### src/rtl/core/oett_pkg.sv
// Package for the outstanding event timeout tracker.
// Types, codes and constants shared by controller, datapath and top level.
package oett_pkg;

  localparam int unsigned LIST_DEPTH_DEF = 16;
  localparam int unsigned MAX_RESULTS    = 16;
  localparam logic [31:0] TIMEOUT_RESET  = 32'd1000;

  localparam logic [1:0] REQ_DISPATCH = 2'd0;
  localparam logic [1:0] REQ_TICK     = 2'd1;
  localparam logic [1:0] REQ_COMPLETE = 2'd2;
  localparam logic [1:0] REQ_LINK_ERR = 2'd3;

  localparam logic [2:0] RES_PROCESS  = 3'd0;
  localparam logic [2:0] RES_BUILD    = 3'd1;
  localparam logic [2:0] RES_REASSIGN = 3'd2;
  localparam logic [2:0] RES_CLEAR    = 3'd3;
  localparam logic [2:0] RES_UNKNOWN  = 3'd4;
  localparam logic [2:0] RES_REQUEST  = 3'd5;
  localparam logic [2:0] RES_REFUSED  = 3'd6;

  typedef struct packed {
    logic [1:0]  req_type;
    logic [31:0] event_id;
    logic        was_reassigned;
    logic        last_of_message;
    logic [15:0] requested_count;
  } in_beat_t;

  typedef struct packed {
    logic [2:0]  result_kind;
    logic [31:0] result_id;
    logic [31:0] latency_ticks;
    logic [15:0] request_count;
    logic [15:0] ids_in_message;
    logic        last_result;
  } out_beat_t;

  typedef enum logic [3:0] {
    CMD_NONE,
    CMD_LOAD,
    CMD_APPEND,
    CMD_TICK,
    CMD_SCAN_START,
    CMD_SCAN_STEP,
    CMD_REMOVE_STEP,
    CMD_POP,
    CMD_SET_ERROR,
    CMD_MSG_COUNT,
    CMD_MSG_CLEAR
  } cmd_t;

  typedef struct packed {
    cmd_t cmd;
  } dp_cmd_t;

  typedef struct packed {
    logic empty;
    logic full;
    logic in_error;
    logic front_expired;
    logic scan_hit;
    logic scan_end;
    logic remove_done;
  } dp_status_t;

endpackage

### src/rtl/core/oett_datapath.sv
// Datapath of the outstanding event tracker: entry memory, counters, time.
// Depends on oett_pkg; commanded by oett_ctrl.
module oett_datapath #(
  parameter int unsigned LIST_DEPTH = oett_pkg::LIST_DEPTH_DEF,
  localparam int unsigned IW = (LIST_DEPTH > 1) ? $clog2(LIST_DEPTH) : 1,
  localparam int unsigned CW = $clog2(LIST_DEPTH + 1)
) (
  input  logic                clk,
  input  logic                rst_n,
  input  oett_pkg::dp_cmd_t   cmd,
  input  oett_pkg::in_beat_t  in_beat,
  input  logic                cfg_we,
  input  logic [31:0]         cfg_data,
  output oett_pkg::dp_status_t status,
  output logic [31:0]         item_id,
  output logic [31:0]         front_id,
  output logic [31:0]         latency,
  output logic [15:0]         msg_count,
  output logic                item_reassigned,
  output logic                item_last,
  output logic [15:0]         item_req,
  output logic [1:0]          item_type
);
  import oett_pkg::*;

  logic [31:0] ids_mem   [LIST_DEPTH];
  logic [31:0] times_mem [LIST_DEPTH];

  in_beat_t    item_r;
  logic [CW-1:0] count_r;
  logic [31:0] tick_r;
  logic [31:0] timeout_r;
  logic        err_r;
  logic [15:0] msg_r;
  logic [IW-1:0] pos_r;
  logic [31:0] rd_id_r;
  logic [31:0] rd_time_r;
  logic [31:0] front_time_r;
  logic [31:0] front_id_r;

  logic [CW-1:0] pos_ext;
  logic [CW-1:0] pos_p1;
  logic [IW-1:0] rd_addr;

  assign pos_ext = CW'(pos_r);
  assign pos_p1  = pos_ext + CW'(1);
  assign rd_addr = IW'(pos_p1);

  always_ff @(posedge clk) begin
    if (!rst_n) begin
      count_r   <= '0;
      tick_r    <= '0;
      timeout_r <= TIMEOUT_RESET;
      err_r     <= 1'b0;
      msg_r     <= '0;
      pos_r     <= '0;
    end else begin
      if (cfg_we) timeout_r <= cfg_data;
      case (cmd.cmd)
        CMD_LOAD: item_r <= in_beat;
        CMD_APPEND: begin
          ids_mem[IW'(count_r)]   <= item_r.event_id;
          times_mem[IW'(count_r)] <= tick_r;
          count_r <= count_r + CW'(1);
        end
        CMD_TICK: tick_r <= tick_r + 32'd1;
        CMD_SCAN_START: begin
          pos_r     <= '0;
          rd_id_r   <= ids_mem[0];
          rd_time_r <= times_mem[0];
        end
        CMD_SCAN_STEP: begin
          pos_r     <= IW'(pos_p1);
          rd_id_r   <= ids_mem[rd_addr];
          rd_time_r <= times_mem[rd_addr];
        end
        CMD_REMOVE_STEP: begin
          if (pos_p1 < count_r) begin
            ids_mem[pos_r]   <= ids_mem[rd_addr];
            times_mem[pos_r] <= times_mem[rd_addr];
            pos_r <= IW'(pos_p1);
          end else begin
            count_r <= count_r - CW'(1);
          end
        end
        CMD_POP: pos_r <= '0;
        CMD_SET_ERROR: err_r <= 1'b1;
        CMD_MSG_COUNT: if (msg_r != 16'hFFFF) msg_r <= msg_r + 16'd1;
        CMD_MSG_CLEAR: msg_r <= '0;
        default: ;
      endcase
    end
  end

  always_ff @(posedge clk) begin
    front_id_r   <= ids_mem[0];
    front_time_r <= times_mem[0];
  end

  always_comb begin
    status.empty         = (count_r == '0);
    status.full          = (count_r >= CW'(LIST_DEPTH));
    status.in_error      = err_r;
    status.front_expired = ((tick_r - front_time_r) >= timeout_r);
    status.scan_hit      = (rd_id_r == item_r.event_id);
    status.scan_end      = (pos_p1 >= count_r);
    status.remove_done   = (pos_p1 >= count_r);
  end

  assign item_id         = item_r.event_id;
  assign front_id        = front_id_r;
  assign latency         = tick_r - rd_time_r;
  assign msg_count       = msg_r;
  assign item_reassigned = item_r.was_reassigned;
  assign item_last       = item_r.last_of_message;
  assign item_req        = item_r.requested_count;
  assign item_type       = item_r.req_type;

endmodule

### src/rtl/core/oett_ctrl.sv
// Controller of the outstanding event tracker: sequences each input beat.
// Depends on oett_pkg; drives oett_datapath and the output register.
module oett_ctrl (
  input  logic                 clk,
  input  logic                 rst_n,
  input  logic                 in_valid,
  output logic                 in_ready,
  output logic                 out_valid,
  input  logic                 out_ready,
  output oett_pkg::out_beat_t  out_data,
  output oett_pkg::dp_cmd_t    cmd,
  input  oett_pkg::dp_status_t status,
  input  logic [31:0]          item_id,
  input  logic [31:0]          front_id,
  input  logic [31:0]          latency,
  input  logic [15:0]          msg_count,
  input  logic                 item_reassigned,
  input  logic                 item_last,
  input  logic [15:0]          item_req,
  input  logic [1:0]           item_type
);
  import oett_pkg::*;

  localparam int unsigned NW = $clog2(MAX_RESULTS + 1);

  typedef enum logic [3:0] {
    S_IDLE, S_DECODE, S_POP_WAIT, S_POP_TEST, S_POP_SHIFT,
    S_SCAN_WAIT, S_SCAN_TEST, S_REMOVE, S_REQ, S_EMIT
  } state_t;

  state_t    state_r, state_nxt, ret_r, ret_nxt;
  out_beat_t out_r, out_nxt;
  out_beat_t hold_r, hold_nxt;
  logic      out_v_r, out_v_nxt;
  logic [NW-1:0] n_r, n_nxt;
  logic      force_r, force_nxt;
  dp_cmd_t   cmd_c;

  assign in_ready  = (state_r == S_IDLE);
  assign out_valid = out_v_r;
  assign out_data  = out_r;
  assign cmd       = cmd_c;

  function automatic out_beat_t mk(logic [2:0] k, logic [31:0] id, logic [31:0] lat,
                                   logic [15:0] rq, logic [15:0] ni, logic lst);
    out_beat_t b;
    b.result_kind = k; b.result_id = id; b.latency_ticks = lat;
    b.request_count = rq; b.ids_in_message = ni; b.last_result = lst;
    return b;
  endfunction

  always_comb begin
    state_nxt = state_r; ret_nxt = ret_r; out_nxt = out_r; out_v_nxt = out_v_r;
    hold_nxt = hold_r; n_nxt = n_r; force_nxt = force_r;
    cmd_c.cmd = CMD_NONE;
    if (out_v_r && out_ready) out_v_nxt = 1'b0;
    case (state_r)
      S_IDLE: if (in_valid) begin
        cmd_c.cmd = CMD_LOAD;
        state_nxt = S_DECODE;
      end
      S_DECODE: begin
        case (item_type)
          REQ_DISPATCH: begin
            if (status.in_error || status.full) begin
              hold_nxt = mk(RES_REFUSED, item_id, '0, '0, '0, 1'b1);
            end else begin
              hold_nxt = mk(item_reassigned ? RES_BUILD : RES_PROCESS, item_id,
                            '0, '0, '0, 1'b1);
              cmd_c.cmd = CMD_APPEND;
            end
            ret_nxt = S_IDLE; state_nxt = S_EMIT;
          end
          REQ_TICK: begin
            cmd_c.cmd = CMD_TICK; force_nxt = status.in_error;
            n_nxt = '0; state_nxt = S_POP_WAIT;
          end
          REQ_COMPLETE: begin
            cmd_c.cmd = CMD_MSG_COUNT; state_nxt = S_SCAN_WAIT;
          end
          default: begin
            cmd_c.cmd = CMD_SET_ERROR; force_nxt = 1'b1;
            n_nxt = '0; state_nxt = S_POP_WAIT;
          end
        endcase
      end
      S_POP_WAIT: state_nxt = S_POP_TEST;
      S_POP_TEST: begin
        if (n_r == '0 || !out_v_nxt) begin
          if (status.empty || n_r >= NW'(MAX_RESULTS) ||
              (!force_r && !status.front_expired)) begin
            if (n_r != '0) begin
              out_nxt = hold_r;
              out_nxt.last_result = 1'b1;
              out_v_nxt = 1'b1;
            end
            state_nxt = S_IDLE;
          end else begin
            if (n_r != '0) begin
              out_nxt = hold_r;
              out_v_nxt = 1'b1;
            end
            hold_nxt = mk(RES_REASSIGN, front_id, '0, '0, '0, 1'b0);
            n_nxt = n_r + NW'(1);
            cmd_c.cmd = CMD_POP; state_nxt = S_POP_SHIFT;
          end
        end
      end
      S_POP_SHIFT: begin
        cmd_c.cmd = CMD_REMOVE_STEP;
        if (status.remove_done) state_nxt = S_POP_WAIT;
      end
      S_SCAN_WAIT: begin
        if (status.empty) begin
          hold_nxt = mk(RES_UNKNOWN, item_id, '0, '0, '0, !item_last);
          ret_nxt = item_last ? S_REQ : S_IDLE; state_nxt = S_EMIT;
        end else begin
          cmd_c.cmd = CMD_SCAN_START; state_nxt = S_SCAN_TEST;
        end
      end
      S_SCAN_TEST: begin
        if (status.scan_hit) begin
          hold_nxt = mk(RES_CLEAR, item_id, latency, '0, '0, !item_last);
          state_nxt = S_REMOVE;
        end else if (status.scan_end) begin
          hold_nxt = mk(RES_UNKNOWN, item_id, '0, '0, '0, !item_last);
          ret_nxt = item_last ? S_REQ : S_IDLE; state_nxt = S_EMIT;
        end else begin
          cmd_c.cmd = CMD_SCAN_STEP;
        end
      end
      S_REMOVE: begin
        cmd_c.cmd = CMD_REMOVE_STEP;
        if (status.remove_done) begin
          ret_nxt = item_last ? S_REQ : S_IDLE; state_nxt = S_EMIT;
        end
      end
      S_REQ: begin
        hold_nxt = mk(RES_REQUEST, '0, '0, item_req, msg_count, 1'b1);
        cmd_c.cmd = CMD_MSG_CLEAR;
        ret_nxt = S_IDLE; state_nxt = S_EMIT;
      end
      S_EMIT: if (!out_v_nxt) begin
        out_nxt = hold_r; out_v_nxt = 1'b1; state_nxt = ret_r;
      end
      default: state_nxt = S_IDLE;
    endcase
  end

  always_ff @(posedge clk) begin
    if (!rst_n) begin
      state_r <= S_IDLE; ret_r <= S_IDLE; out_v_r <= 1'b0;
      n_r <= '0; force_r <= 1'b0;
    end else begin
      state_r <= state_nxt; ret_r <= ret_nxt; out_v_r <= out_v_nxt;
      n_r <= n_nxt; force_r <= force_nxt;
    end
    out_r  <= out_nxt;
    hold_r <= hold_nxt;
  end

endmodule

### src/rtl/core/outstanding_event_timeout_tracker_core.sv
// Outstanding event timeout tracker: keeps an ordered list of up to LIST_DEPTH
// dispatched events, reassigns expired ones on ticks (front entries regardless of
// expiry once in error or on a link error), clears them on completion. One beat at
// a time, taken only when idle: a completion searches the entry list serially,
// shifts the entries behind a hit down, and adds a request beat on the last id of
// a message; a tick or link error pops the front entry for each reassignment and
// shifts the rest down. Each result waits in the output register until taken, and
// the next result holds until then.
// Depends on oett_pkg.
module outstanding_event_timeout_tracker_core #(
  parameter int unsigned LIST_DEPTH = oett_pkg::LIST_DEPTH_DEF
) (
  input  logic                clk,
  input  logic                rst_n,
  input  logic                in_valid,
  output logic                in_ready,
  input  oett_pkg::in_beat_t  in_data,
  output logic                out_valid,
  input  logic                out_ready,
  output oett_pkg::out_beat_t out_data,
  input  logic                cfg_valid,
  output logic                cfg_ready,
  input  logic [31:0]         cfg_data
);
  import oett_pkg::*;

  dp_cmd_t    cmd;
  dp_status_t status;
  logic [31:0] item_id, front_id, latency;
  logic [15:0] msg_count, item_req;
  logic        item_reassigned, item_last;
  logic [1:0]  item_type;

  assign cfg_ready = 1'b1;

  oett_datapath #(.LIST_DEPTH(LIST_DEPTH)) u_dp (
    .clk, .rst_n, .cmd, .in_beat(in_data), .cfg_we(cfg_valid), .cfg_data,
    .status, .item_id, .front_id, .latency, .msg_count, .item_reassigned,
    .item_last, .item_req, .item_type
  );

  oett_ctrl u_ctrl (
    .clk, .rst_n, .in_valid, .in_ready, .out_valid, .out_ready, .out_data,
    .cmd, .status, .item_id, .front_id, .latency, .msg_count,
    .item_reassigned, .item_last, .item_req, .item_type
  );

endmodule
### config.mk
export PLATFORM = sky130hd
export DESIGN_NAME = outstanding_event_timeout_tracker_core
export DESIGN_NICKNAME = d
export VERILOG_FILES = /design/src/rtl/core/oett_pkg.sv /design/src/rtl/core/oett_datapath.sv /design/src/rtl/core/oett_ctrl.sv /design/src/rtl/core/outstanding_event_timeout_tracker_core.sv
export SDC_FILE = /design/constraint.sdc
export NUM_CORES = 2
export LEC_CHECK = 0
export BUFFER_PORTS_ARGS = -buffer_cell sky130_fd_sc_hd__buf_4
export CAP_MARGIN = 20
export CORE_MARGIN = 1.5
export CORE_UTILIZATION = 54
export CTS_BUF_LIST = sky130_fd_sc_hd__clkbuf_8
export DETAILED_ROUTE_END_ITERATION = 16
export PLACE_DENSITY = 0.74
export RECOVER_POWER = 50
export SLEW_MARGIN = 20
export SYNTH_ARGS = -nofsm -noshare
export SYNTH_HDL_FRONTEND = slang
export SYNTH_SLANG_ARGS = --single-unit
### constraint.sdc
create_clock -name clk -period 9.65 [get_ports clk]
set_input_delay 1.4475 -clock clk [delete_from_list [all_inputs] [get_ports clk]]
set_output_delay 1.4475 -clock clk [all_outputs]
set_load 0.01 [all_outputs]
==> results.py <==
metrics = {
    "yosys": {
        "synthesis.area_sq_mm": 0.06108,
        "ys_async_sr_fraction_pct": 0,
        "synth_top_cell_by_area": "edfxtp_1",
        "ys_ff_latch": 1506,
        "synth_commonest_cells": "1,340 x edfxtp_1, 320 x mux4_2, 259 x nand2_1, 166 x dfxtp_1, 139 x inv_1",
        "synth_area_leaders": "edfxtp_1 66%, mux4_2 12%, dfxtp_1 5.4%",
        "synth-edff-count": 1340,
        "synth.most_common_cell": "edfxtp_1",
        "synth-main-ff-cell": "edfxtp_1",
        "synth_cell_types": 81,
        "synth_cells": 3469,
        "yosys_warnings": 0,
        "synth_top_area_share_pct": 65.88,
        "synth_fp_nets": 3674,
        "syn_avg_cell_area_sq_um": 17.61,
        "seq_area_frac_synth_pct": 71.32,
    },
    "setup_path": {
        "crit_arrival_ps": 8510,
        "crit_fanout": 75,
        "cp-start-kind": "flip-flop",
        "cp-end-kind": "flip-flop",
        "cp.required_ps": 10220,
        "worstSetupPathType": "flip-flop to flip-flop",
    },
    "die": {
        "row_count": 123,
        "fp.dieH_um": 339.3,
        "io-pin-count": 192,
        "die-area_sq_mm": 0.1151,
        "fp.dieW_um": 339.3,
        "start_util_pct": 54.37,
        "core_region_area_sq_mm": 0.1123,
    },
    "final_layout": {
        "final_cell_area_sq_mm": 0.06845,
        "layout.cells.non_filler": 5488,
        "nNetsFinal": 4015,
        "drive_gt1_share_pct": 21.42,
        "synthToLayoutAreaGrowth_pct": 12.06,
    },
    "global_routing": {
        "grt_remaining_overflow": 0,
        "grt_pass1_wl_mm": 202.9,
        "grt_max_degree": 76,
        "antenna_found_initial": 3,
        "grt_util_all_layers_pct": 23.72,
        "first_global_vias": 32390,
    },
    "timing": {
        "slew_violations": 455,
        "slew_headroom_pct": -105.1,
        "worstMarginPinSlew_ps": 3072,
        "fin_crit_sh_pct": 82.28,
        "hold_viol_final": 0,
        "grt_setup_unrepaired": "no",
        "holdWs_ps": 391.8,
        "setup_viol": 0,
        "tns_ps": 0,
        "skew_ps": 61.94,
        "min_period_ps": 7940,
        "fmax_mhz": 126.0,
    },
    "place": {
        "dp.cells": 5080,
        "io_buffers": 190,
        "dp_hpwl_mm": 86.46,
        "placedInstanceArea_sq_mm": 0.06455,
        "gp_congestion": 0.8783,
    },
    "worst_hold_path": {
        "hold_path.class": "flip-flop to flip-flop",
    },
    "clock_tree": {
        "clk_pin_slew_worst_paths_ps": 60,
        "tritoncts": "built",
        "clock_path_buffers": 3,
        "hold_buffers": 0,
        "cts.sinks": 1506,
        "clk_latency_ps": 940,
        "cts_max_level": 4,
        "post_cts_resized": 0,
        "cts-root-buf": "clkbuf_8",
        "cts_setup_buffers": 0,
        "cts_made_buffers": 225,
    },
    "run_status": {
        "outcome": "complete, but fails checks",
        "violations": "max-capacitance violations, max-slew violations",
    },
    "detailed_routing": {
        "wl_per_cell_um": 24.86,
        "wl_mm": 136.4,
        "post_drt_via_cell_ratio": 5.924,
        "route.detailed.drc": 0,
        "first_pass_iters": 5,
        "ant_nets": 0,
        "num_vias": 32510,
        "first_iter_violations": 3285,
    },
    "pwr": {
        "power.total_mw": 12.97,
        "p_leak_nw": 23.63,
        "ir_worst_vdd_mv": 0.1329,
        "power_density_mw_per_mm2": 189.5,
    },
    "run": {
        "max_cap_violations": 12,
    },
}
-- power by group --
part | switching [mW] | leakage [nW] | internal, mW
registers | 0.0920 | 13.8 | 7.28
logic | 0.416 | 7.30 | 0.227
clock network | 2.44 | 2.48 | 2.52
total | 2.94 | 23.6 | 10.0
-- final cells by class --
cell class	instances	area, sq um
clock buffers	239	3289
diodes	1	2.502
repair buffers	255	1568
inverters	141	529.3
multi-input cells	1681	16590
fillers	8054	43900
well taps	1500	1877
clock inverters	165	1032
flip-flops and latches	1506	43560
-- final timing paths --
| path | slack (ps) | from | cells after the start | endpoint |
|---|---|---|---|---|
| setup / recovery | 1710 | u_dp.pos_r[0] | 13 | u_dp.ids_mem[0][17] |
| hold / removal | 390 | u_dp.ids_mem[0][13] | 0 | u_dp.front_id[13] |
| setup reg to reg | 1710 | u_dp.pos_r[0] | 13 | u_dp.ids_mem[0][17] |
| hold reg to reg | 390 | u_dp.ids_mem[0][13] | 0 | u_dp.front_id[13] |
-- sequential cells by signal (all words and copies together), names as in the netlist, 16 cells and up --
name,count
u_dp.rd_id_r,32
u_dp.times_mem,512
u_dp.front_id,32
u_dp.item_id,32
u_dp.rd_time_r,32
u_dp.front_time_r,32
u_ctrl.hold_r,100
u_dp.timeout_r,32
u_dp.msg_count,16
u_dp.ids_mem,512
u_dp.tick_r,32
u_ctrl.out_data,100
u_dp.item_req,16
-- critical path: stages, from the launching register on --
cell and delay [ps]:
dfxtp_1 2410, ha_4 780, ha_1 360, nor2b_1 130, o21a_1 160, o21ai_0 230, nand2b_1 90, a21oi_1 330
and3_1 390, buf_4 840, nor3_1 80, a31oi_1 850, nor2_4 380, buf_4 470
-- cell families after synthesis --
group | synth area share, %
flops | 71.32
simple gates | 5.394
mux | 13.44
compound gates | 3.718
buf+inv | 1.807
xor+xnor | 1.907
fa+ha+maj | 2.413
other cells | 0.006139
-- per-stage QoR --
stage	worst slack [ps]	util, %
final	1710	60.92
after global placement	2502	57.39
after CTS	2380	61.31
after global routing	1109	60.92
after detailed placement	2385	57.46
after floorplan	684.0	-
-- per-layer routing --
layer  global-route usage (%)  vias to the layer above  wire length, um
met5                        0                        -                0
met4                    6.994                        0             2904
met3                    6.743                      191            12810
met2                    35.15                     1440            62240
met1                    34.56                    16570            58470
li1                         -                    14310                -
-- cell usage in the layout (no fill, tap or decap), drive strengths merged, types with 12 or more instances in the layout --
cell type  instances
a211oi            15
a21boi            14
a21o              39
a21oi             76
a22o              32
a31oi             16
and2              29
and3              49
buf               88
clkbuf           406
clkinv            69
dfxtp            166
edfxtp          1340
ha               113
inv              225
mux2              64
mux2i             28
mux4             320
nand2            260
nand2b            14
nand3             42
nand4             28
nor2             125
nor2b             49
nor3              31
o21ai             72
or3               12
xnor2            105
xor2              28
(Power assumes the default switching activity.)
